<file path="src/rtl/swm_pkg.sv">
// Shared types and fixed widths for the sliding-window median filter.
`default_nettype none
package swm_pkg;

  localparam int unsigned WinW = 6;
  localparam int unsigned SampleInW = 32;
  localparam int unsigned OutW = 33;

  typedef struct packed {
    logic upd;
    logic full;
  } swm_ctrl_t;

endpackage
`default_nettype wire

</file>
<file path="src/rtl/swm_cell.sv">
// One slot of the sorted window: holds a sample and its age, and shifts with its neighbours.
`default_nettype none
module swm_cell import swm_pkg::*; #(
  parameter int unsigned IDX         = 0,
  parameter int unsigned MAX_WINDOW  = 32,
  parameter int unsigned SAMPLE_BITS = 32,
  localparam int unsigned AgeW       = (MAX_WINDOW > 1) ? $clog2(MAX_WINDOW) : 1,
  localparam int unsigned CntW       = $clog2(MAX_WINDOW + 1)
) (
  input  wire logic                          clk_i,
  input  wire swm_ctrl_t                     ctrl_i,
  input  wire logic signed [SAMPLE_BITS-1:0] sample_i,
  input  wire logic [CntW-1:0]               win_i,
  input  wire logic [CntW-1:0]               count_i,
  input  wire logic [CntW-1:0]               n_rem_i,
  input  wire logic                          rb_prev_i,
  input  wire logic signed [SAMPLE_BITS-1:0] nxt_val_i,
  input  wire logic [AgeW-1:0]               nxt_age_i,
  input  wire logic signed [SAMPLE_BITS-1:0] prev_rval_i,
  input  wire logic [AgeW-1:0]               prev_rage_i,
  input  wire logic                          prev_lt_i,
  output logic                               evict_o,
  output logic                               rb_o,
  output logic signed [SAMPLE_BITS-1:0]      rval_o,
  output logic [AgeW-1:0]                    rage_o,
  output logic                               lt_o,
  output logic signed [SAMPLE_BITS-1:0]      val_o,
  output logic [AgeW-1:0]                    age_o
);

  logic signed [SAMPLE_BITS-1:0] val_q, val_d;
  logic [AgeW-1:0]               age_q, age_d;

  always_comb begin
    evict_o = ctrl_i.full && (CntW'(IDX) < count_i) &&
              (CntW'(age_q) == (win_i - CntW'(1)));
    rb_o    = rb_prev_i | evict_o;
    rval_o  = rb_o ? nxt_val_i : val_q;
    rage_o  = rb_o ? nxt_age_i : age_q;
    lt_o    = (CntW'(IDX) < n_rem_i) && (rval_o < sample_i);
    if (lt_o) begin
      val_d = rval_o;
      age_d = rage_o + AgeW'(1);
    end else if (prev_lt_i) begin
      val_d = sample_i;
      age_d = '0;
    end else begin
      val_d = prev_rval_i;
      age_d = prev_rage_i + AgeW'(1);
    end
  end

  always_ff @(posedge clk_i) begin
    if (ctrl_i.upd) begin
      val_q <= val_d;
      age_q <= age_d;
    end
  end

  assign val_o = val_q;
  assign age_o = age_q;

endmodule
`default_nettype wire

</file>
<file path="config.mk">
export PLATFORM = sky130hd
export DESIGN_NAME = swm_cell
export DESIGN_NICKNAME = d
export VERILOG_FILES = /design/src/rtl/swm_pkg.sv /design/src/rtl/swm_cell.sv
export SDC_FILE = /design/constraint.sdc
export NUM_CORES = 1
export LEC_CHECK = 0
export BUFFER_PORTS_ARGS = -buffer_cell sky130_fd_sc_hd__buf_2
export CAP_MARGIN = 20
export CORE_UTILIZATION = 50
export CTS_BUF_LIST = sky130_fd_sc_hd__clkbuf_4 sky130_fd_sc_hd__clkbuf_8
export DETAILED_ROUTE_END_ITERATION = 16
export HOLD_SLACK_MARGIN = 0.03
export PLACE_DENSITY = 0.89
export SETUP_SLACK_MARGIN = 0.02
export SLEW_MARGIN = 15
export SYNTH_ARGS = -nofsm -noshare
export SYNTH_HDL_FRONTEND = slang
export SYNTH_SLANG_ARGS = --single-unit
</file>
<file path="constraint.sdc">
create_clock -name clk_i -period 20.8 [get_ports clk_i]
set_input_delay 5.2 -clock clk_i [delete_from_list [all_inputs] [get_ports clk_i]]
set_output_delay 5.2 -clock clk_i [all_outputs]
set_load 0.005 [all_outputs]
</file>
---- Word level (Yosys, flattened, before mapping) ----
Cells that the tools add are included.
storage, ports and cells
  bits in registers ....................... 37
  bits of input ports ..................... 129
  output and inout bits ................... 77
  word-level logic and storage cells ...... 19
operators by class
  add/sub/neg operators ................... 3
  magnitude comparators ................... 3
  equal/unequal tests ..................... 1
  mux-type cells .......................... 6
  bitwise operators ....................... 1
  reductions and logical operators ........ 3
operator list
  cell                                                                          count
  32-bit 2-to-1 mux                                                             3
  32-bit less-than comparator                                                   1
  5-bit 2-to-1 mux                                                              3
  1-bit by 6-bit less-than comparator with 1-bit output (first input constant)  2
  5-bit by 1-bit adder with 5-bit output (second input constant)                2
  5-bit by 6-bit == test with 1-bit output                                      1
  6-bit by 1-bit subtractor with 6-bit output (second input constant)           1
  1-bit logical AND                                                             3
  1-bit bitwise OR                                                              1

---- Logic depth before layout (Yosys ltp) ----
Gate-level depths: netlist of the first run.
  depth in word-level cells ............... 8
  gate-level depth with buffers ........... 21
  gate-level depth less buffers ........... 16

---- Least setup slack after synthesis of the first run ----
Ideal clock, no wire load.
  kind .................................... input-to-output
  start ................................... in win_i[0]
  end ..................................... out lt_o
  data arrival time ....................... 8932 ps
  data required time ...................... 15600 ps
  path slack .............................. 6668 ps
  cell stages on the path ................. 20
  buffers on the path ..................... 4
  cell sequence ........................... inv_1 ha_1 xor2_1 nand4_1 or4_1 o21ba_1 buf_6 clkbuf_1 clkbuf_1 mux2_2 ha_1 a21o_1 a21o_1 a21o_1 a211oi_1 nand2_1 o211ai_2 nand3_2 buf_2 inv_1
between the ends
  cells in the longest elaborated chain, start to end .. 7
RTL lines
  what                                         RTL line        text
  start, declared                              swm_cell.sv:13  input wire logic [CntW-1:0] win_i,
  6-bit by 1-bit subtractor with 6-bit output  swm_cell.sv:36  (CntW'(age_q) == (win_i - CntW'(1)));
  5-bit by 6-bit == test with 1-bit output     swm_cell.sv:36
  1-bit logical AND                            swm_cell.sv:35  evict_o = ctrl_i.full && (CntW'(IDX) < count_i) &&
  1-bit bitwise OR                             swm_cell.sv:37  rb_o = rb_prev_i | evict_o;
  32-bit 2-to-1 mux                            swm_cell.sv:38  rval_o = rb_o ? nxt_val_i : val_q;
  via rval_o[5]                                swm_cell.sv:24  output logic signed [SAMPLE_BITS-1:0] rval_o,
  32-bit less-than comparator                  swm_cell.sv:40  lt_o = (CntW'(IDX) < n_rem_i) && (rval_o < sample_i);
  1-bit logical AND                            swm_cell.sv:40
  end, declared                                swm_cell.sv:26  output logic lt_o,
The timed path passes the listed nets, and every way through them passes these cells.

---- Worst setup path in the final report of the first run ----
  start ................................... in win_i[0]
  end ..................................... out lt_o
between the ends
  cells in the longest elaborated chain, start to end .. 7
RTL lines
  what                                         RTL line
  6-bit by 1-bit subtractor with 6-bit output  swm_cell.sv:36
  5-bit by 6-bit == test with 1-bit output     swm_cell.sv:36
  1-bit logical AND                            swm_cell.sv:35
  1-bit bitwise OR                             swm_cell.sv:37
  32-bit 2-to-1 mux                            swm_cell.sv:38
  32-bit less-than comparator                  swm_cell.sv:40
  1-bit logical AND                            swm_cell.sv:40
No other way between the ends.

==> metrics.log, run 1 <==
[metrics] status: completed
[metrics] startpoint type of the worst setup path: input port
[metrics] GRT Resource Usage Total: 0.2581
[metrics] Critical path origin: win_i[0]
[metrics] layout cells sized above 1: 0.6157
[metrics] largest area contributor in the netlist: sky130_fd_sc_hd__edfxtp_1
[metrics] number of max-slew violations in the final report: 0
[metrics] number of top-level pins: 206
[metrics] cell at the slowest stage of the critical path: sky130_fd_sc_hd__or4_1
[metrics] total clock buffers created by CTS: 5
[metrics] R2R Path End: val_o[4]
[metrics] synthesized area: 3631 µm²
[metrics] static leakage: 2.444 nW
[metrics] latest clock arrival within the worst-skew pair: 290 ps
[metrics] top-area cell type share of the netlist area: 0.3060
[metrics] total count of hold-check failures in the final report: 0
[metrics] number of enable flip-flop cells after synthesis: 37
[metrics] number of max-capacitance violations reported: 0
[metrics] Worst slew margin: 0.4027
[metrics] dominant cells by area after synthesis: sky130_fd_sc_hd__edfxtp_1, sky130_fd_sc_hd__mux2_2, sky130_fd_sc_hd__ha_1, sky130_fd_sc_hd__mux2_4, sky130_fd_sc_hd__inv_1
[metrics] length in cells of the worst reg-to-reg path: 16
[metrics] Largest stage delay, worst path: 530 ps
[metrics] Worst Skew: 5.951 ps
[metrics] Setup-failing EPs final: 0
[metrics] endpoint type of the worst setup path: output pin
[metrics] portion of the clock cycle consumed by the worst path in the final layout: 0.7104
[metrics] launch point of the worst reg-to-reg path: age_o[1]
[metrics] H-tree lvl count: 2
[metrics] required time of the worst setup path: 15,600 ps
[metrics] HPWL Detailed: 7924 µm
[metrics] number of resized instances in the post-cts repair step: 0
[metrics] filler instances: 546
[metrics] Post-Synthesis Net Count: 485
[metrics] final weighted congestion in routability-driven placement: 0.8509
[metrics] largest voltage drop on the vdd net: 40.91 µV
[metrics] FF+latch area: 1111 µm²
[metrics] slew of the pin with the lowest slew margin: 895.9 ps
[metrics] area used by multi-input combinational logic: 2301 µm²
[metrics] Inserted Diodes: 0
[metrics] die outline area: 7606 µm²
[metrics] count of hold buffers inserted by post-cts repair: 0
[metrics] number of search-and-repair iterations in the first detailed-routing pass: 5
[metrics] Worst Slack Setup Final: 6023 ps
[metrics] Avg Synthesized Cell Area: 11.28 µm²
[metrics] instance count of the mapped netlist: 322
[metrics] cells traversed along the worst timing path: buf_2 -> inv_1 -> ha_1 -> xor2_1 -> nand4_1 -> or4_1 -> o21ba_2 -> buf_12 -> mux2_2 -> ha_1 -> a2111oi_0 -> o21ai_0 -> o211ai_1 -> o2bb2ai_1 -> nand2_1 -> o211ai_2 -> nand3_2 -> buf_4 -> inv_1 -> buf_2
[metrics] Initial DRC Count: 108
[metrics] layout overhead on the synthesized area: 32.32%
[metrics] Worst Setup Path Type: in2out
[metrics] most instantiated flip-flop cell in the synthesis netlist: sky130_fd_sc_hd__edfxtp_1
[metrics] Net count, final: 686
[metrics] core area: 6907 µm²
[metrics] Initial Util: 0.5257
[metrics] sequential-to-total area share from yosys stat: 0.3060
[metrics] slack of the worst reg-to-reg path: 16,010 ps
[metrics] Max Fclk: 0.06767 GHz
[metrics] total number of vias: 3,308
[metrics] post-layout utilization of the core: 0.6957
[metrics] Post-Place Cells: 611
[metrics] Die Ht: 87.22 µm
[metrics] data arrival time at the worst-slack endpoint: 9580 ps
[metrics] Remaining DRCs: 0
[metrics] largest driver fanout on the critical path: 38
[metrics] CTS root buf: sky130_fd_sc_hd__clkbuf_8
[metrics] Setup TNS: 0 ps
[metrics] number of global-route vias before repair: 3,375
[metrics] pin count of the biggest net entering global routing: 43
[metrics] Buffers on Ports: 205
[metrics] die width: 87.22 µm
[metrics] antenna violations before repair: 0
[metrics] Pwr Density: 69.52 nW/µm²
[metrics] total overflow reported by the global router: 0
[metrics] async set-reset flop share out of synthesis: 0
[metrics] setup slack at placement: 5886 ps
[metrics] final non-filler cell total: 619
[metrics] capture point of the worst path: lt_o
[metrics] unrepaired setup endpoints after global routing: false
[metrics] wire length of the first global-routing pass: 15,030 µm
[metrics] TritonCTS clock tree: done
[metrics] Clock Sink Count: 37
[metrics] Yosys warning count: 0
[metrics] DR vias/cell: 5.344
[metrics] row count: 30
[metrics] Yosys cell types: 38
[metrics] path category of the worst min-delay check: reg2reg
[metrics] Post-CTS Setup Bufs: 0
[metrics] ANT nets after route: 0
[metrics] post-detailed-route wirelength per cell: 16.38 µm
[metrics] Final Routed Wirelength: 10,140 µm
[metrics] clock slew at reported path FFs: 80 ps
[metrics] FF+latch count, synth: 37
[metrics] Tmin final: 14,780 ps
[metrics] CTS Buffer Depth: 2
-- registers in the layout, summed over array words and instances (netlist names) --
name   count
val_o     32
age_o      5
-- synthesized netlist by cell type (2+ instances only) --
| cell | count |
|---|---|
| sky130_fd_sc_hd__a21o_1 | 8 |
| sky130_fd_sc_hd__a21oi_1 | 9 |
| sky130_fd_sc_hd__and3_1 | 3 |
| sky130_fd_sc_hd__and4_1 | 2 |
| sky130_fd_sc_hd__buf_6 | 4 |
| sky130_fd_sc_hd__clkbuf_1 | 8 |
| sky130_fd_sc_hd__edfxtp_1 | 37 |
| sky130_fd_sc_hd__ha_1 | 34 |
| sky130_fd_sc_hd__inv_1 | 37 |
| sky130_fd_sc_hd__mux2_2 | 84 |
| sky130_fd_sc_hd__mux2_4 | 21 |
| sky130_fd_sc_hd__nand2_1 | 7 |
| sky130_fd_sc_hd__nand2b_1 | 2 |
| sky130_fd_sc_hd__nand3_1 | 2 |
| sky130_fd_sc_hd__nand4_1 | 7 |
| sky130_fd_sc_hd__nor2_1 | 12 |
| sky130_fd_sc_hd__nor2b_1 | 2 |
| sky130_fd_sc_hd__nor3_1 | 4 |
| sky130_fd_sc_hd__o211ai_1 | 2 |
| sky130_fd_sc_hd__o21a_1 | 2 |
| sky130_fd_sc_hd__o21ai_0 | 7 |
| sky130_fd_sc_hd__or4_1 | 2 |
| sky130_fd_sc_hd__xnor2_1 | 6 |
| sky130_fd_sc_hd__xor2_1 | 6 |
-- metrics by stage --
step	instance area [µm²]	power, mW	hold WS [ps]
after floorplan	3631	0.2275	740.8
after global placement	4705	0.2787	721.4
after detailed placement	4705	0.2857	736.1
after CTS	4785	0.3363	755.5
after global routing	4805	0.3553	778.7
final	4805	0.3340	759.5
-- cell families (layout without fill, tap and decap cells) --
family,count (synthesis),count (layout),share of synthesized area
muxes,107,107,0.3532
buffers and inverters,50,251,0.06030
and+or+nand+nor,46,46,0.06720
DFF,37,37,0.3060
AOI/OAI and AO/OA,36,36,0.06719
adders and majority gates,34,34,0.1172
xor gates and xnor gates,12,12,0.02895
-- worst min-delay path by stage --
stage	cells past startpoint	endpoint	startpoint	slack (ps)
floorplan	2	val_o[0]	val_o[0]	740
global placement	2	val_o[27]	val_o[27]	720
detailed placement	2	val_o[19]	val_o[19]	740
CTS	2	val_o[19]	val_o[19]	760
global route	2	val_o[20]	val_o[20]	780
finish	2	val_o[20]	val_o[20]	760
-- per-layer routing --
metal  GRT usage  part of all wire  up-vias
li1            -                 -     1584
met1      0.2646              0.37     1536
met2      0.5175              0.54      170
met3     0.04834             0.070       18
met4     0.08644             0.017        0
met5           0                 0        -
-- cell usage in the layout, fill, tap and decap left out, types with 2 or more instances in the layout --
master	n
sky130_fd_sc_hd__buf_2	205
sky130_fd_sc_hd__mux2_2	84
sky130_fd_sc_hd__inv_1	37
sky130_fd_sc_hd__edfxtp_1	37
sky130_fd_sc_hd__ha_1	34
sky130_fd_sc_hd__mux2_4	21
sky130_fd_sc_hd__nor2_1	12
sky130_fd_sc_hd__a21oi_1	9
sky130_fd_sc_hd__a21o_1	8
sky130_fd_sc_hd__o21ai_0	7
sky130_fd_sc_hd__nand4_1	7
sky130_fd_sc_hd__nand2_1	7
sky130_fd_sc_hd__xor2_1	6
sky130_fd_sc_hd__xnor2_1	6
sky130_fd_sc_hd__clkbuf_8	5
sky130_fd_sc_hd__nor3_1	4
sky130_fd_sc_hd__and3_1	3
sky130_fd_sc_hd__or4_1	2
sky130_fd_sc_hd__nand2b_1	2
sky130_fd_sc_hd__o21a_1	2
sky130_fd_sc_hd__o211ai_1	2
sky130_fd_sc_hd__and4_1	2
sky130_fd_sc_hd__nor2b_1	2
sky130_fd_sc_hd__nand3_1	2
-- cell type report --
class,count,area share
Multi-Input combinational cell,235,0.4789
Clock inverter,1,0.0007812
Clock buffer,6,0.01589
Tap cell,96,0.02500
Sequential cell,37,0.2313
Inverter,37,0.02891
Timing Repair Buffer,207,0.2193
-- critical path, delay by kind of cell --
kind                     cells  cell delay, ps
AO/OA/AOI/OAI                6            1490
buffers and inverters        6             940
AND/OR/NAND/NOR              4             810
adder cells (fa/ha/maj)      2             620
multiplexers                 1             320
XOR/XNOR                     1             160
-- power breakdown --
| part | leakage, nW | internal (mW) | switching, mW |
|---|---|---|---|
| Clock | 0.0421 | 0.0239 | 0.0256 |
| Combinational | 2.04 | 0.0946 | 0.0760 |
| Sequential | 0.363 | 0.105 | 0.00901 |
| Total | 2.44 | 0.223 | 0.111 |
Note: power is estimated with default switching activity, not from simulation.
==> inputs of run 2 (changes only) <==
- ABC_AREA: unset -> 1
- CORE_UTILIZATION: 50 -> 47
- PLACE_DENSITY: 0.89 -> 0.84
- clock period: 20.8 -> 14.5 ns (I/O delays scaled with it)
==> metrics.log, run 2 <==
[metrics] CTS Buffer Depth: 2
[metrics] largest voltage drop on the vdd net: 40.06 µV
[metrics] DRT met1 WL: 4271 µm
[metrics] total overflow reported by the global router: 0
[metrics] reported net switching power: 184.2 µW
[metrics] routed wl met2: 5519 µm
[metrics] pin count of the biggest net entering global routing: 69
[metrics] startpoint type of the worst setup path: input port
[metrics] dominant cells by area after synthesis: sky130_fd_sc_hd__edfxtp_1, sky130_fd_sc_hd__ha_1, sky130_fd_sc_hd__nand2_1, sky130_fd_sc_hd__mux2_2, sky130_fd_sc_hd__nand4_1
[metrics] HPWL Detailed: 8200 µm
[metrics] FF+latch count, synth: 37
[metrics] Net count, final: 832
[metrics] DR vias/cell: 5.292
[metrics] Die Ht: 91.03 µm
[metrics] Worst Hold Margin: 771.3 ps
[metrics] number of max-slew violations in the final report: 0
[metrics] layout overhead on the synthesized area: 29.16%
[metrics] count of hold buffers inserted by post-cts repair: 0
[metrics] top library cells by usage in the layout, fill and taps aside: sky130_fd_sc_hd__buf_2, sky130_fd_sc_hd__nand2_1, sky130_fd_sc_hd__nor2_1
[metrics] total clock buffers created by CTS: 5
[metrics] sequential share of power: 0.349
[metrics] Post-Synthesis Net Count: 646
[metrics] final weighted congestion in routability-driven placement: 0.8627
[metrics] path category of the worst min-delay check: reg2reg
[metrics] TritonCTS clock tree: done
[metrics] antenna violations before repair: 0
[metrics] portion of the clock cycle consumed by the worst path in the final layout: 0.8326
[metrics] largest area contributor in the netlist: sky130_fd_sc_hd__edfxtp_1
[metrics] synthesized area: 3725 µm²
[metrics] cells traversed along the worst timing path: buf_2 -> inv_2 -> ha_1 -> nand2_2 -> nor2_1 -> nand2_1 -> nand2_1 -> nand2_1 -> nor2_2 -> nand2_2 -> nand2_4 -> mux2_2 -> ha_1 -> nand4_1 -> nor3_1 -> nor4b_1 -> nand2_2 -> nand3_2 -> nand3_2 -> inv_1 -> buf_2
[metrics] layout cells sized above 1: 0.4036
[metrics] post-detailed-route wirelength per cell: 13.96 µm
[metrics] Initial DRC Count: 169
[metrics] die width: 91.03 µm
[metrics] cell internal pwr: 289.3 µW
[metrics] clock slew at reported path FFs: 70 ps
[metrics] Initial Util: 0.4845
[metrics] Clock Sink Count: 37
[metrics] sequential-to-total area share from yosys stat: 0.2983
[metrics] Tmin final: 12,070 ps
[metrics] Setup TNS: 0 ps
[metrics] total count of hold-check failures in the final report: 0
[metrics] top post-synthesis cells by count: sky130_fd_sc_hd__nand2_1, sky130_fd_sc_hd__nor2_1, sky130_fd_sc_hd__inv_1, sky130_fd_sc_hd__a21oi_1, sky130_fd_sc_hd__nand4_1
[metrics] switching fraction of total power: 0.3890
[metrics] met3 routed wirelength: 804 µm
[metrics] Remaining DRCs: 0
[metrics] Worst slew margin: 0.3803
[metrics] Largest stage delay, worst path: 900 ps
[metrics] Post-CTS Setup Bufs: 0
[metrics] row count: 32
[metrics] Worst Setup Path Type: in2out
[metrics] flip-flop count of the largest register, all copies and words added: 32
[metrics] Avg Synthesized Cell Area: 7.712 µm²
[metrics] ANT nets after route: 0
[metrics] Clock Power Share: 0.149
[metrics] hold path cells: 3
[metrics] Max Fclk: 0.08283 GHz
[metrics] status: completed
[metrics] endpoint type of the worst setup path: output pin
[metrics] core area: 7687 µm²
[metrics] Worst Slack Setup Final: 2427 ps
[metrics] total number of vias: 4,080
[metrics] most frequent cell after synthesis: sky130_fd_sc_hd__nand2_1
[metrics] number of enable flip-flop cells after synthesis: 37
[metrics] filler instances: 694
[metrics] H-tree lvl count: 2
[metrics] slew of the pin with the lowest slew margin: 928.5 ps
[metrics] CTS root buf: sky130_fd_sc_hd__clkbuf_8
[metrics] number of search-and-repair iterations in the first detailed-routing pass: 5
[metrics] Yosys warning count: 0
[metrics] number of max-capacitance violations reported: 0
[metrics] top-area cell type share of the netlist area: 0.2983
[metrics] Yosys cell types: 28
[metrics] setup slack at placement: 2500 ps
[metrics] required time of the worst setup path: 10,880 ps
[metrics] number of resized instances in the post-cts repair step: 0
[metrics] static leakage: 2.590 nW
[metrics] Pwr Density: 98.43 nW/µm²
[metrics] die outline area: 8286 µm²
[metrics] latest clock arrival within the worst-skew pair: 280 ps
[metrics] largest driver fanout on the critical path: 42
[metrics] data arrival time at the worst-slack endpoint: 8450 ps
[metrics] unrepaired setup endpoints after global routing: false
[metrics] instance count of the mapped netlist: 483
[metrics] cell at the slowest stage of the critical path: sky130_fd_sc_hd__nand3_2
[metrics] async set-reset flop share out of synthesis: 0
[metrics] most instantiated flip-flop cell in the synthesis netlist: sky130_fd_sc_hd__edfxtp_1
[metrics] Worst Skew: 7.248 ps
[metrics] length in cells of the worst reg-to-reg path: 19
[metrics] Comb power frac: 0.502
[metrics] Inserted Diodes: 0
[metrics] wire length of the first global-routing pass: 17,550 µm
[metrics] Setup-failing EPs final: 0
[metrics] number of top-level pins: 206
[metrics] most frequent standard cell in the layout excluding fill and tap cells: sky130_fd_sc_hd__buf_2
[metrics] GRT Resource Usage Total: 0.2590
[metrics] uppermost metal layer occupied by signal nets: met4
[metrics] Final Routed Wirelength: 10,760 µm
[metrics] number of global-route vias before repair: 3,969
[metrics] Buffers on Ports: 205
[run 2: cell count changes after synthesis, sizes merged, moves of 8 or more]
cell and change:
buf +10, a21oi +34, a21o -8, mux2 -73, inv +15, nand4 +34, nor2 +41, nand3 +11
nand2 +118
[run 2: layout make-up]
cell class | count | area (µm²) | area share
Multi-Input combinational cell | 366 | 2243 | 0.4663
Sequential cell | 37 | 1111 | 0.2310
Timing Repair Buffer | 207 | 1054 | 0.2190
Inverter | 52 | 195.2 | 0.04057
Tap cell | 102 | 127.6 | 0.02653
Clock buffer | 6 | 76.32 | 0.01586
Clock inverter | 1 | 3.754 | 0.0007802
[run 2: power by group through the flow]
stage	clock network, mW	registers, mW	logic, mW
2_1_floorplan	0	0.168	0.156
3_3_place_gp	0	0.166	0.225
3_5_place_dp	0	0.167	0.234
4_1_cts	0.0722	0.165	0.235
5_1_grt	0.0772	0.169	0.265
6_report	0.0707	0.165	0.238
[run 2: worst paths after layout]
path / from / end / slack, ps
max: win_i[0] / lt_o / 2430
min: val_o[31] / val_o[31] / 770
max reg2reg: age_o[4] / val_o[10] / 9310
min reg2reg: val_o[31] / val_o[31] / 770
[run 2: cells by family (layout without fill, tap and decap cells)]
logic type | count (synthesis) | in the layout | synth area share
compound gates | 54 | 54 | 0.07894
simple gates | 237 | 237 | 0.2906
xor+xnor | 8 | 8 | 0.01881
buf+inv | 80 | 266 | 0.09943
mux | 33 | 33 | 0.09977
flops | 37 | 37 | 0.2983
fa+ha+maj | 34 | 34 | 0.1142
[run 2: critical path: cells and delay by family]
family        cells  cell delay, ps
simple gates     14            3280
buf+inv           4             530
fa+ha+maj         2             570
mux               1             420
[run 2: metal layers]
metal,vias up,track usage
met2,202,0.4779
met4,0,0.1005
met5,-,0
met1,1844,0.3008
li1,2019,-
met3,15,0.03601
[run 2: through the flow]
step	total power [mW]	cells	utilization	instance area, µm²
floorplan	0.3243	483	-	3725
global placement	0.3920	763	0.6128	4711
detailed placement	0.4016	763	0.6128	4711
CTS	0.4730	770	0.6232	4791
global route	0.5108	771	0.6258	4811
finish	0.4735	771	0.6258	4811
==> inputs of run 3 (changes only) <==
- clock period: 14.5 -> 12.3 ns (I/O delays scaled with it)
==> metrics.log, run 3 (synthesized netlist as in run 2, its figures left out) <==
[metrics] status: completed
[metrics] number of global-route vias before repair: 3,816
[metrics] total number of vias: 4,030
[metrics] Worst Slack Setup Final: 1969 ps
[metrics] sequential share of power: 0.349
[metrics] Die Ht: 91.03 µm
[metrics] number of resized instances in the post-cts repair step: 0
[metrics] unrepaired setup endpoints after global routing: false
[metrics] Final Routed Wirelength: 10,660 µm
[metrics] CTS root buf: sky130_fd_sc_hd__clkbuf_8
[metrics] Initial Util: 0.4845
[metrics] GRT Resource Usage Total: 0.2517
[metrics] die width: 91.03 µm
[metrics] final weighted congestion in routability-driven placement: 0.8655
[metrics] launch point of the worst reg-to-reg path: age_o[4]
[metrics] slack of the worst reg-to-reg path: 7420 ps
[metrics] setup slack at placement: 2063 ps
[metrics] required time of the worst setup path: 9220 ps
[metrics] most frequent CP cell: sky130_fd_sc_hd__nand2_1
[metrics] number of top-level pins: 206
[metrics] largest voltage drop on the vdd net: 49.12 µV
[metrics] row count: 32
[metrics] number of max-slew violations in the final report: 0
[metrics] die outline area: 8286 µm²
[metrics] latest clock arrival within the worst-skew pair: 290 ps
[metrics] number of search-and-repair iterations in the first detailed-routing pass: 4
[metrics] Pwr Density: 116.1 nW/µm²
[metrics] Clock Sink Count: 37
[metrics] Top Usage Layer GRT: met2
[metrics] layout cells sized above 1: 0.4045
[metrics] H-tree lvl count: 2
[metrics] ANT nets after route: 0
[metrics] met2 track demand over resource in global routing: 0.4646
[metrics] Net count, final: 833
[metrics] flip-flop count of the largest register, all copies and words added: 32
[metrics] top library cells by usage in the layout, fill and taps aside: sky130_fd_sc_hd__buf_2, sky130_fd_sc_hd__nand2_1, sky130_fd_sc_hd__nor2_1
[metrics] met1 Usage GRT: 0.2980
[metrics] total count of hold-check failures in the final report: 0
[metrics] total overflow reported by the global router: 0
[metrics] cell internal pwr: 340.8 µW
[metrics] Worst Setup Path Type: in2out
[metrics] startpoint type of the worst setup path: input port
[metrics] data arrival time at the worst-slack endpoint: 7260 ps
[metrics] antenna violations before repair: 0
[metrics] Buffers on Ports: 205
[metrics] Worst Skew: 6.298 ps
[metrics] portion of the clock cycle consumed by the worst path in the final layout: 0.8399
[metrics] Tmin final: 10,330 ps
[metrics] static leakage: 2.595 nW
[metrics] Bufs and invs on worst path: 5
[metrics] switching fraction of total power: 0.3910
[metrics] Inserted Diodes: 0
[metrics] HPWL Detailed: 7871 µm
[metrics] count of hold buffers inserted by post-cts repair: 0
[metrics] layout overhead on the synthesized area: 29.36%
[metrics] number of max-capacitance violations reported: 0
[metrics] Post-CTS Setup Bufs: 0
[metrics] pin count of the biggest net entering global routing: 69
[metrics] cells traversed along the worst timing path: buf_2 -> inv_2 -> ha_1 -> inv_1 -> nand2_1 -> nand2_1 -> nand2_1 -> nand3_1 -> nor2_2 -> nand2_2 -> nand2_4 -> mux2_2 -> ha_1 -> a21oi_1 -> nor2_1 -> a211oi_1 -> o221ai_1 -> a21oi_1 -> nand3_2 -> nand3_2 -> inv_1 -> buf_2
[metrics] Largest stage delay, worst path: 730 ps
[metrics] hold path start: val_o[3]
[metrics] clock slew at reported path FFs: 80 ps
[metrics] path category of the worst min-delay check: reg2reg
[metrics] largest driver fanout on the critical path: 42
[metrics] Critical path origin: win_i[0]
[metrics] cell family with most CP delay: simple AND/OR/NAND/NOR gates
[metrics] Comb power frac: 0.500
[metrics] Remaining DRCs: 0
[metrics] met3 usage: 0.04271
[metrics] Max Fclk: 0.09680 GHz
[metrics] most frequent standard cell in the layout excluding fill and tap cells: sky130_fd_sc_hd__buf_2
[metrics] Setup TNS: 0 ps
[metrics] reported net switching power: 218.8 µW
[metrics] Worst slew margin: 0.3992
[metrics] DR vias/cell: 5.220
[metrics] slew of the pin with the lowest slew margin: 901.1 ps
[metrics] total clock buffers created by CTS: 5
[metrics] Initial DRC Count: 183
[metrics] Setup-failing EPs final: 0
[metrics] wire length of the first global-routing pass: 17,220 µm
[metrics] CTS Buffer Depth: 2
[metrics] endpoint type of the worst setup path: output pin
[metrics] post-detailed-route wirelength per cell: 13.81 µm
[metrics] TritonCTS clock tree: done
[metrics] Clock Power Share: 0.151
[metrics] core area: 7687 µm²
[metrics] cell at the slowest stage of the critical path: sky130_fd_sc_hd__nand3_2
[run 3: cell types whose count changed in the layout (fill, tap and decap cells not counted), sizes merged]
| cell | change |
|---|---|
| buf | +1 |
[run 3: area by class of cell]
type	instances	area, µm²
inverter	52	195.2
timing repair buffer	208	1061
tap	102	127.6
clock buffer	6	76.32
clock inverter	1	3.754
fill	715	2869
sequential	37	1111
multi-input combinational	366	2243
[run 3: worst paths after layout]
path                                  to  depth (start not counted)
worst max-delay path                lt_o                         22
worst min-delay path            val_o[3]                          3
worst max register to register  val_o[9]                         21
worst min register to register  val_o[3]                          3
[run 3: per-layer routing]
| metal | vias to the layer above | share of wire |
|---|---|---|
| met4 | 0 | 0.012 |
| li1 | 2028 | - |
| met5 | - | 0 |
| met1 | 1803 | 0.42 |
| met2 | 186 | 0.50 |
| met3 | 13 | 0.063 |
[run 3: through the flow]
stage / cell area [µm²] / total power, mW / std cells / utilization / hold WS, ps
2_1_floorplan: 3725 / 0.3823 / 483 / - / 766.0
3_3_place_gp: 4718 / 0.4640 / 764 / 0.6138 / 743.9
4_1_cts: 4798 / 0.5595 / 771 / 0.6242 / 771.7
6_report: 4818 / 0.5596 / 772 / 0.6268 / 766.4
5_1_grt: 4818 / 0.6017 / 772 / 0.6268 / 808.4
3_5_place_dp: 4718 / 0.4746 / 764 / 0.6138 / 753.0
[run 3: worst min-delay path, cell delays in order, from the launching register on]
cell                       delay, ps
sky130_fd_sc_hd__edfxtp_1        340
sky130_fd_sc_hd__mux2_2          170
sky130_fd_sc_hd__nand4_1          90
sky130_fd_sc_hd__nand2_1          70
[run 3: power groups by stage]
stage / clock network (mW) / registers (mW) / logic, mW
after detailed placement: 0 / 0.198 / 0.277
final: 0.0843 / 0.195 / 0.280
after global routing: 0.0898 / 0.199 / 0.313
after global placement: 0 / 0.197 / 0.267
after CTS: 0.0861 / 0.195 / 0.278
after floorplan: 0 / 0.198 / 0.184
